### src/cfc_pkg.sv
// cfc_pkg: shared types and constants of the character frequency counter
// depends on nothing; imported by cfc_front, cfc_back and the top level
`default_nettype none

package cfc_pkg;

   localparam int SYMBOL_BITS = 7;
   localparam int OCC_BITS    = 16;

   localparam logic [SYMBOL_BITS-1:0] QUOTE_CODE = 7'd34;

   typedef enum logic {
      CMD_COUNT = 1'b0,
      CMD_FETCH = 1'b1
   } cmd_type;

   typedef struct packed {
      cmd_type                cmd;
      logic [SYMBOL_BITS-1:0] symbol;
   } item_type;

   typedef struct packed {
      logic     valid;
      item_type item;
   } head_type;

endpackage

`default_nettype wire

### src/cfc_front.sv
// cfc_front: accepts transactions, drops ignored symbols, two-entry command queue
// depends on cfc_pkg; feeds cfc_back
`default_nettype none

module cfc_front
   import cfc_pkg::*;
#(
   parameter int ALPHABET_SIZE = 128
) (
   input  wire logic                   clock,
   input  wire logic                   reset,
   input  wire logic                   start,
   output logic                        busy,
   input  wire logic                   req_op,
   input  wire logic [SYMBOL_BITS-1:0] req_symbol,
   output head_type                    head,
   input  wire logic                   pop
);

   item_type   entry_ff [2];
   logic       wr_ptr_ff, wr_ptr_in;
   logic       rd_ptr_ff, rd_ptr_in;
   logic [1:0] count_ff, count_in;
   logic       drop;
   logic       push;
   item_type   new_item;

   always_comb begin
      drop = (req_op == CMD_COUNT) &&
             ((req_symbol == '0) || (req_symbol == QUOTE_CODE) ||
              (9'(req_symbol) >= 9'(ALPHABET_SIZE)));
      busy = (count_ff == 2'd2);
      push = start && !busy && !drop;
      new_item.cmd    = cmd_type'(req_op);
      new_item.symbol = req_symbol;
      head.valid = (count_ff != 2'd0);
      head.item  = entry_ff[rd_ptr_ff];
      wr_ptr_in = push ? !wr_ptr_ff : wr_ptr_ff;
      rd_ptr_in = pop  ? !rd_ptr_ff : rd_ptr_ff;
      count_in  = count_ff + {1'b0, push} - {1'b0, pop};
   end

   always_ff @(posedge clock) begin
      if (reset) begin
         wr_ptr_ff <= 1'b0;
         rd_ptr_ff <= 1'b0;
         count_ff  <= 2'd0;
      end else begin
         wr_ptr_ff <= wr_ptr_in;
         rd_ptr_ff <= rd_ptr_in;
         count_ff  <= count_in;
      end
   end

   always_ff @(posedge clock) begin
      if (push) begin
         entry_ff[wr_ptr_ff] <= new_item;
      end
   end

   a_pop_nonempty: assert property (@(posedge clock) disable iff (reset)
      pop |-> (count_ff != 2'd0))
      else $error("queue popped while empty");

endmodule

`default_nettype wire

### src/cfc_back.sv
// cfc_back: count store, nonzero map, fetch scan and result registers
// depends on cfc_pkg; takes commands from cfc_front
`default_nettype none

module cfc_back
   import cfc_pkg::*;
#(
   parameter int ALPHABET_SIZE = 128,
   parameter int COUNT_BITS    = 16
) (
   input  wire logic                   clock,
   input  wire logic                   reset,
   input  wire head_type               head,
   output logic                        pop,
   output logic                        rsp_strobe,
   output logic                        rsp_found,
   output logic [SYMBOL_BITS-1:0]      rsp_char_code,
   output logic [OCC_BITS-1:0]         rsp_occurrences,
   output logic                        rsp_last_entry
);

   localparam int IDX_BITS = (ALPHABET_SIZE > 2) ? $clog2(ALPHABET_SIZE) : 1;
   localparam int PTR_BITS = $clog2(ALPHABET_SIZE + 1);
   localparam logic [PTR_BITS-1:0] PTR_END = PTR_BITS'(ALPHABET_SIZE);

   typedef enum logic [1:0] {
      ST_IDLE,
      ST_CNT_WR,
      ST_FIND,
      ST_MORE
   } state_type;

   logic [COUNT_BITS-1:0]    mem [ALPHABET_SIZE];
   logic [COUNT_BITS-1:0]    rd_data_ff;

   state_type                state_ff;
   logic [ALPHABET_SIZE-1:0] valid_ff;
   logic [IDX_BITS-1:0]      cursor_ff;
   logic [PTR_BITS-1:0]      ptr_ff;
   logic [IDX_BITS-1:0]      hit_ff;
   logic [IDX_BITS-1:0]      cnt_addr_ff;
   logic                     rsp_strobe_ff;
   logic                     rsp_found_ff;
   logic [SYMBOL_BITS-1:0]   rsp_char_code_ff;
   logic [OCC_BITS-1:0]      rsp_occ_ff;
   logic                     rsp_last_ff;

   logic [IDX_BITS-1:0]      ptr_idx;
   logic                     rd_en;
   logic [IDX_BITS-1:0]      rd_addr;
   logic                     we;
   logic [COUNT_BITS-1:0]    base;
   logic [COUNT_BITS-1:0]    wr_data;

   always_comb begin
      ptr_idx = ptr_ff[IDX_BITS-1:0];
      pop     = (state_ff == ST_IDLE) && head.valid;
      rd_en   = 1'b0;
      rd_addr = ptr_idx;
      if (pop && (head.item.cmd == CMD_COUNT)) begin
         rd_en   = 1'b1;
         rd_addr = IDX_BITS'(head.item.symbol);
      end else if ((state_ff == ST_FIND) && (ptr_ff != PTR_END) && valid_ff[ptr_idx]) begin
         rd_en = 1'b1;
      end
      we      = (state_ff == ST_CNT_WR);
      base    = valid_ff[cnt_addr_ff] ? rd_data_ff : '0;
      wr_data = (base == '1) ? base : base + COUNT_BITS'(1);
   end

   always_ff @(posedge clock) begin
      if (we) begin
         mem[cnt_addr_ff] <= wr_data;
      end
      if (rd_en) begin
         rd_data_ff <= mem[rd_addr];
      end
   end

   always_ff @(posedge clock) begin
      if (reset) begin
         state_ff      <= ST_IDLE;
         valid_ff      <= '0;
         cursor_ff     <= '0;
         rsp_strobe_ff <= 1'b0;
      end else begin
         rsp_strobe_ff <= 1'b0;
         case (state_ff)
            ST_IDLE: begin
               if (pop) begin
                  if (head.item.cmd == CMD_COUNT) begin
                     cnt_addr_ff <= IDX_BITS'(head.item.symbol);
                     state_ff    <= ST_CNT_WR;
                  end else begin
                     ptr_ff   <= PTR_BITS'(cursor_ff);
                     state_ff <= ST_FIND;
                  end
               end
            end
            ST_CNT_WR: begin
               valid_ff[cnt_addr_ff] <= 1'b1;
               state_ff              <= ST_IDLE;
            end
            ST_FIND: begin
               if (ptr_ff == PTR_END) begin
                  rsp_strobe_ff    <= 1'b1;
                  rsp_found_ff     <= 1'b0;
                  rsp_char_code_ff <= '0;
                  rsp_occ_ff       <= '0;
                  rsp_last_ff      <= 1'b0;
                  cursor_ff        <= '0;
                  state_ff         <= ST_IDLE;
               end else begin
                  if (valid_ff[ptr_idx]) begin
                     hit_ff   <= ptr_idx;
                     state_ff <= ST_MORE;
                  end
                  ptr_ff <= ptr_ff + PTR_BITS'(1);
               end
            end
            ST_MORE: begin
               if (ptr_ff == PTR_END) begin
                  rsp_strobe_ff    <= 1'b1;
                  rsp_found_ff     <= 1'b1;
                  rsp_char_code_ff <= SYMBOL_BITS'(hit_ff);
                  rsp_occ_ff       <= OCC_BITS'(rd_data_ff);
                  rsp_last_ff      <= 1'b1;
                  valid_ff         <= '0;
                  cursor_ff        <= '0;
                  state_ff         <= ST_IDLE;
               end else if (valid_ff[ptr_idx]) begin
                  rsp_strobe_ff    <= 1'b1;
                  rsp_found_ff     <= 1'b1;
                  rsp_char_code_ff <= SYMBOL_BITS'(hit_ff);
                  rsp_occ_ff       <= OCC_BITS'(rd_data_ff);
                  rsp_last_ff      <= 1'b0;
                  cursor_ff        <= IDX_BITS'(hit_ff + IDX_BITS'(1));
                  state_ff         <= ST_IDLE;
               end else begin
                  ptr_ff <= ptr_ff + PTR_BITS'(1);
               end
            end
            default: begin
               state_ff <= ST_IDLE;
            end
         endcase
      end
   end

   assign rsp_strobe      = rsp_strobe_ff;
   assign rsp_found       = rsp_found_ff;
   assign rsp_char_code   = rsp_char_code_ff;
   assign rsp_occurrences = rsp_occ_ff;
   assign rsp_last_entry  = rsp_last_ff;

   a_empty_zero: assert property (@(posedge clock) disable iff (reset)
      (rsp_strobe_ff && !rsp_found_ff) |->
         ((rsp_occ_ff == '0) && (rsp_char_code_ff == '0) && !rsp_last_ff))
      else $error("empty result carries nonzero fields");

   a_last_clears: assert property (@(posedge clock) disable iff (reset)
      (rsp_strobe_ff && rsp_last_ff) |-> ((valid_ff == '0) && (cursor_ff == '0)))
      else $error("store not cleared after last entry");

   a_hit_valid: assert property (@(posedge clock) disable iff (reset)
      (state_ff == ST_MORE) |-> valid_ff[hit_ff])
      else $error("scan hit on an empty entry");

endmodule

`default_nettype wire

### src/character_frequency_count_top.sv
// character_frequency_count_top: character histogram with ascending fetch
// depends on cfc_pkg, cfc_front and cfc_back
//
//  channel  ports                                           handshake
//  request  req_op, req_symbol                              start high, busy low
//  result   rsp_found, rsp_char_code, rsp_occurrences,      rsp_strobe, one cycle
//           rsp_last_entry
//
// a count holds the back end for a store read and then a store write
// a fetch holds it while the scan looks at one entry a cycle from the cursor upward
// ignored symbols are dropped at acceptance and take no back-end time
// busy rises when the two-entry queue is full; results cannot be stalled
// reset clears the nonzero map and cursor at once, so no clearing pass is needed
`default_nettype none

module character_frequency_count_top
   import cfc_pkg::*;
#(
   parameter int ALPHABET_SIZE = 128,
   parameter int COUNT_BITS    = 16
) (
   input  wire logic                   clock,
   input  wire logic                   reset,
   input  wire logic                   start,
   output logic                        busy,
   input  wire logic                   req_op,
   input  wire logic [SYMBOL_BITS-1:0] req_symbol,
   output logic                        rsp_strobe,
   output logic                        rsp_found,
   output logic [SYMBOL_BITS-1:0]      rsp_char_code,
   output logic [OCC_BITS-1:0]         rsp_occurrences,
   output logic                        rsp_last_entry
);

   head_type head;
   logic     pop;

   cfc_front #(
      .ALPHABET_SIZE(ALPHABET_SIZE)
   ) u_front (
      .clock      (clock),
      .reset      (reset),
      .start      (start),
      .busy       (busy),
      .req_op     (req_op),
      .req_symbol (req_symbol),
      .head       (head),
      .pop        (pop)
   );

   cfc_back #(
      .ALPHABET_SIZE(ALPHABET_SIZE),
      .COUNT_BITS   (COUNT_BITS)
   ) u_back (
      .clock           (clock),
      .reset           (reset),
      .head            (head),
      .pop             (pop),
      .rsp_strobe      (rsp_strobe),
      .rsp_found       (rsp_found),
      .rsp_char_code   (rsp_char_code),
      .rsp_occurrences (rsp_occurrences),
      .rsp_last_entry  (rsp_last_entry)
   );

endmodule

`default_nettype wire

### config.mk
export PLATFORM = sky130hd
export DESIGN_NAME = character_frequency_count_top
export DESIGN_NICKNAME = d
export VERILOG_FILES = /design/src/cfc_pkg.sv /design/src/cfc_front.sv /design/src/cfc_back.sv /design/src/character_frequency_count_top.sv
export SDC_FILE = /design/constraint.sdc
export NUM_CORES = 2
export LEC_CHECK = 0
export ABC_AREA = 1
export BUFFER_PORTS_ARGS = -buffer_cell sky130_fd_sc_hd__buf_4
export CAP_MARGIN = 15
export CORE_MARGIN = 1
export CORE_UTILIZATION = 50
export DETAILED_ROUTE_END_ITERATION = 7
export PLACE_DENSITY_LB_ADDON = 0.2
export SYNTH_ARGS = -nofsm -noshare
export SYNTH_HDL_FRONTEND = slang
export SYNTH_HIERARCHICAL = 1
export SYNTH_SLANG_ARGS = --single-unit
### constraint.sdc
create_clock -name clock -period 6.6 [get_ports clock]
set_input_delay 0.66 -clock clock [delete_from_list [all_inputs] [get_ports clock]]
set_output_delay 0.66 -clock clock [all_outputs]
set_load 0.05 [all_outputs]
# After elaboration in Yosys (flattened, before gate mapping)
# Memory sizes are Yosys's and may differ from the RTL's. A register that Yosys moved wholly into a read port is not among the register bits.
# Index checks and enable logic that the tools add are counted.
# op_classes
addsub	5
n_lt_le_gt_ge	3
eq_ne	17
n_mux	54
n_bitwise	5
n_reduce_logical	26
# op_table
op	count
one-hot mux 128 bit (2 select lines)	1
2-to-1 mux 128 bit	1
OR 128 bit	1
2-to-1 mux 16 bit	5
2-to-1 mux 7 bit	6
2-to-1 mux 8 bit	5
one-hot mux 16 bit (2 select lines)	1
one-hot mux 7 bit (2 select lines)	2
one-hot mux 8 bit (3 select lines)	1
2-to-1 mux 1 bit	19
adder 16 x 1 -> 16 bit, second input constant	1
== test 16 bit, second input constant	1
less-than comparator 7 x 8 -> 1 bit, second input constant	2
binary-select mux 1 bit (select 7 bit)	2
2-to-1 mux 2 bit	6
AND reduction 4 bit	3
!= test 2 bit, second input constant	5
adder 8 x 1 -> 8 bit, second input constant	1
== test 8 bit, second input constant	1
logical AND 1 bit	8
!= test 8 bit, second input constant	1
one-hot mux 2 bit (4 select lines)	1
adder 7 x 1 -> 7 bit, second input constant	1
demux 1 bit (select 7 bit)	1
other kinds (20)	34
# totals
regBits	189
ramBits	2064
input_bits	11
output_inout_bits	27
wordCells	126
n_memories	2
# memory_table
memory	words	word_bits	rd	rd_clocked_by_memory_dff	wr	line_no	text
u_back.mem	128	16	1	1	1	cfc_back.sv:33	logic [COUNT_BITS-1:0] mem [ALPHABET_SIZE];
u_front.entry_ff	2	8	1	1	1	cfc_front.sv:20	item_type entry_ff [2];

# Depth between registers and ports, before layout
# logic_depth
ltp_word	7
depth_mapped	25

# Hierarchy
# The synthesis kept the hierarchy.
# modules_own_cells
module	n_inst	cells_per_inst	area_per_inst_um2
cfc_back	1	7700	90690.7
cfc_front	1	64	855.8

# Worst setup path after synthesis
# No wires, ideal clock.
# synth_path
path_type	flip-flop to flip-flop
from	register u_back.cnt_addr_ff[1]
to	memory u_back.mem[0][12] (data pin)
setup_ns	0.805
arrival_ns	5.603
required_ns	5.795
path_slack_ns	0.193
path_stages_with_launch	23
path_cell_list	edfxtp_1 -> nor2_4 -> buf_2 -> nand3_1 -> nand2_1 -> nor2_1 -> nor2_1 -> nor2_2 -> nand2_2 -> nand2_1 -> nand2_2 -> nor2_4 -> buf_6 -> nor2_1 -> ha_1 -> nand2_1 -> inv_1 -> nand2_1 -> nor2_1 -> nand3b_1 -> nand2_1 -> inv_1 -> nor2_1
# synth_via
elab_chain_len	5
elab_cells_between_ends	6
classes_between	1 x add/sub; 1 x eq/ne; 4 x mux
# synth_lines
item	line_no	text
start, declared	cfc_back.sv:41	logic [IDX_BITS-1:0] cnt_addr_ff;
start signal, assigned	cfc_back.sv:92	cnt_addr_ff <= IDX_BITS'(head.item.symbol);
binary-select mux 1 bit (select 7 bit) *	cfc_back.sv:67	base = valid_ff[cnt_addr_ff] ? rd_data_ff : '0;
2-to-1 mux 1 bit (implied by the code) *	cfc_back.sv:67	
2-to-1 mux 16 bit *	cfc_back.sv:67	
adder 16 x 1 -> 16 bit / == test 16 bit (equally long branches)	cfc_back.sv:68	wr_data = (base == '1) ? base : base + COUNT_BITS'(1);
2-to-1 mux 16 bit *	cfc_back.sv:68	
net u_back.wr_data[12]	cfc_back.sv:53	logic [COUNT_BITS-1:0] wr_data;
end, declared	cfc_back.sv:33	
# Mark *: on every way through the listed nets, which the timed path passes. The rest lies on a longest branch. The select of a mux whose other input is x is not followed.

# Worst setup path in the final report
# layout_path
from	register u_back.cnt_addr_ff[0]
to	memory u_back.mem[10][15] (data pin)
# Same word-level chain as after synthesis.

==> impl_results.md <==
* GPL Wtd Cong at 0.928
* Sequential-to-total area share from yosys stat at 72.9%
* Int Pwr at 27.9 mW
* Area grow syn2layout at 11.9%
* Synth cell types at 41
* Ant. Diodes at 0
* Worst Path Max Fanout at 80
* DP Worst Slack at 1.15 ns
* Critical Path Start: u_back/cnt_addr_ff[0]$_DFFE_PP_
* Crit path largest cell delay at 0.87 ns
* CP top delay family: simple AND/OR/NAND/NOR gates
* Port-buffer cells at 37
* Pwr Total at 45.4 mW
* Worst min-delay path category: in2reg
* Die height at 430 um
* Wire per inst at 26.1 um
* Net Sw Power at about 18 mW
* Chip width at 430 um
* RSZ-0062 raised after global routing: no
* Clock-pin slew of the registers on the worst-case setup and hold paths at around 0.06 ns
* Syn Inst Count at 7764
* Most used cell, CP: nand2_1
* H-Tree Depth at 4
* Status: finished, final reports clean
* Die Footprint at 0.185 mm2
* Yosys warns at 6
* Total grt overflow at 0
* Vias in the first global route at between 50000 and 60000
* Switch share at 38.5%
* Final Setup Violations at 0
* Crit-path slowest cell: nand3_4
* Cell area after synthesis at about 0.092 mm2
* TritonCTS clock tree: done
* Detailed-route DRC error count at 0
* Measured slew at the worst slew-check pin at between 1 and 1.5 ns
* Most common flop cell mapped by yosys: edfxtp_1
* Pleak at 34.4 nW
* Design Area, Final at between 0.1 and 0.15 mm2
* Syn_nets at 7781
* Final Hold Viols at 0
* Largest net degree at the start of global routing at 205
* Relative slew slack at around a fifth
* Max-Cap Viols at 0
* Placed instance area at 0.0952 mm2
* Flops & latches, synth at 2270
* All-Layer GR Usage at 28.8%
* Critical Path, Cell by Cell: inv_2, nand2_1, nand3_1, nand2_1, nor2_1, nor2_1, nor2_1, nand2_1, nand2_1, nand2_4, nor2_4, buf_4, nor2_1, ha_1, nand2_1, inv_1, nand2_1, nor2_2, nand2_4, nand3_4, buf_4
* Bufs and invs on worst path at 4
* Vias per cell at 6.13
* Clock Latency Late Sink at 0.88 ns
* Clk buf depth at 3
* Max Transition Viols Final at 0
* Rows at 156
* Critical path class: reg2reg
* CP Launch Type: flop
* Hold Crit Start: start
* Final min period at ~5.4 ns
* Post-DP HPWL at around 150 mm
* Total wire length at 269 mm
* Reg power frac at between 30% and 40%
* Share of cells above drive strength 1 at 8.54%
* Routed Antenna Nets at 0
* EDFF count, synth at 2127
* Crit end category: flop
* Clk sink count at 2270
* FF-to-FF Start: u_back/cnt_addr_ff[0]$_DFFE_PP_
* First-pass GRT wire length at a little under 400 mm
* First drt pass iteration count at 6
* Post_cts resized at 0
* Initial antenna violation count at 1
* Root Driver: clkbuf_16
* Starting DRT DRC Count at about 8000
* Final net count at 7775
* CORE AREA at 0.181 mm2
* Vias at 63186
* Pwr Density at 443 mW/mm2
* Async S/R FF share, synth at 0%
* Worst vdd ir at 400 uV
* Syn_area_per_cell at 11.8 um2
* TritonCTS Buffers at 222
* Comb pwr share at 34.8%
* CP required at roughly 7.2 ns
* Final TNS setup at 0 ns
* WP data arrival at 5.97 ns
* Clk_skew at 0.0563 ns
* Initial Util at a little over 50%
* Clock power share at roughly 27%
* Num ports at 38
* Fmax at 184 MHz
* Final setup margin at around 1.2 ns
* Tcrit/Tclk final at 82.2%
-- worst register-to-register path: stages, from the launching register on --
cell and delay, ns:
edfxtp_1 0.40, inv_2 0.73, nand2_1 0.21, nand3_1 0.14, nand2_1 0.06, nor2_1 0.09, nor2_1 0.05, nor2_1 0.11
nand2_1 0.06, nand2_1 0.09, nand2_4 0.07, nor2_4 0.12, buf_4 0.36, nor2_1 0.13, ha_1 0.25, nand2_1 0.08
inv_1 0.05, nand2_1 0.14, nor2_2 0.10, nand2_4 0.35, nand3_4 0.88, buf_4 0.65
-- stage by stage --
| step | cells | hold WS, ns | utilization, % |
|---|---|---|---|
| global placement | 9892 | 0.465 | 52.5 |
| detailed placement | 9894 | 0.471 | 52.5 |
| CTS | 10312 | 0.158 | 56.5 |
| global route | 10313 | 0.231 | 56.5 |
| finish | 10313 | 0.215 | 56.5 |
| floorplan | 7764 | 0.450 | - |
-- synth_stat cells (all sizes together) (2+ instances only) --
cell | number | area share [%]
dfxtp | 143 | 3.1
inv | 232 | 0.95
o22ai | 510 | 3.5
buf | 115 | 0.66
or2 | 8 | 0.055
nor2 | 1578 | 6.6
nor3 | 9 | 0.055
o211ai | 16 | 0.13
nand2 | 809 | 3.4
edfxtp | 2127 | 70
clkbuf | 398 | 1.6
nand3b | 3 | 0.025
mux2 | 8 | 0.098
xnor2 | 4 | 0.038
o21ai | 1103 | 6.0
clkinv | 2 | 0.0082
nand4 | 11 | 0.089
a31oi | 2 | 0.014
mux2i | 4 | 0.044
a21oi | 65 | 0.36
nand3 | 606 | 3.4
ha | 6 | 0.082
-- registers in the layout (all words and copies together), names as in the netlist, 2 cells and up, named ones only --
register,flops
u_back/state_ff,2
u_back/cnt_addr_ff,7
u_back/mem,2048
u_back/cursor_ff,7
u_front/count_ff,2
u_back/rsp_char_code,7
u_back/hit_ff,7
u_back/valid_ff,128
u_back/rsp_occurrences,16
u_front/entry_ff,16
u_back/ptr_ff,8
u_back/rd_data_ff,16
-- cell usage in the layout (no fill, tap or decap), drive strengths merged, types with 9 or more instances in the layout --
cell type    Yosys  layout
buf            115     274
nor2          1578    1578
clkinv           2      99
bufinv           0      16
a21oi           65      65
o211ai          16      16
dfxtp          143     143
inv            232     236
nand2          809     809
nand4           11      11
dlygate4sd3      0       9
o22ai          510     510
o21ai         1103    1103
nor3             9       9
clkbuf         398     285
edfxtp        2127    2127
nand3          606     606
-- path summary, 6_finish.rpt --
path,slack [ns],to,cells after the start
worst min register to register,0.48,u_back/valid_ff[22]$_SDFFE_PP0P_,2
worst max-delay path,1.18,u_back/mem[10][15]$_DFFE_PP_,21
worst max register to register,1.18,u_back/mem[10][15]$_DFFE_PP_,21
worst min-delay path,0.22,u_front/wr_ptr_ff$_SDFFE_PP0P_,5
-- cell type report --
cell class              instances  area [um2]
inverters                     234         906
clock inverters               124        1200
well taps                    2370        2970
flip-flops and latches       2270       66700
clock buffers                 285        5910
fillers                     14708       78900
multi-input cells            4747       22100
repair buffers                283        2610
-- layer usage --
layer,global-route usage [%],vias to the layer above,share of wire [%]
met3,4.67,566,9.2
met5,0,-,0.0045
met1,40.3,31543,40
li1,-,27894,-
met4,11.4,2,4.2
met2,45.1,3181,46
-- power by group through the flow --
stage	sequential, mW	clock, mW	combinational (mW)
3_3_place_gp	17.5	0	15.3
4_1_cts	17.2	12.5	15.5
5_1_grt	17.2	13.0	17.0
6_report	17.2	12.4	15.8
2_1_floorplan	17.6	0	9.42
3_5_place_dp	17.5	0	15.5
-- logic make-up after synthesis --
group | after synthesis | synth area share, %
and+or+nand+nor | 3026 | 13.5
DFF | 2270 | 72.9
AOI/OAI and AO/OA | 1698 | 10.0
buffers and inverters | 747 | 3.25
muxes | 12 | 0.142
adders and majority gates | 6 | 0.0820
xor gates and xnor gates | 5 | 0.0478
-- what timing repair did --
item | in CTS | in global routing
setup endpoints to repair | 0 | 0
endpoints found under the hold margin | 17 | 0
hold buffers | 9 | 0
setup buffers | 0 | 0
Note: power is estimated with default switching activity, not from simulation.
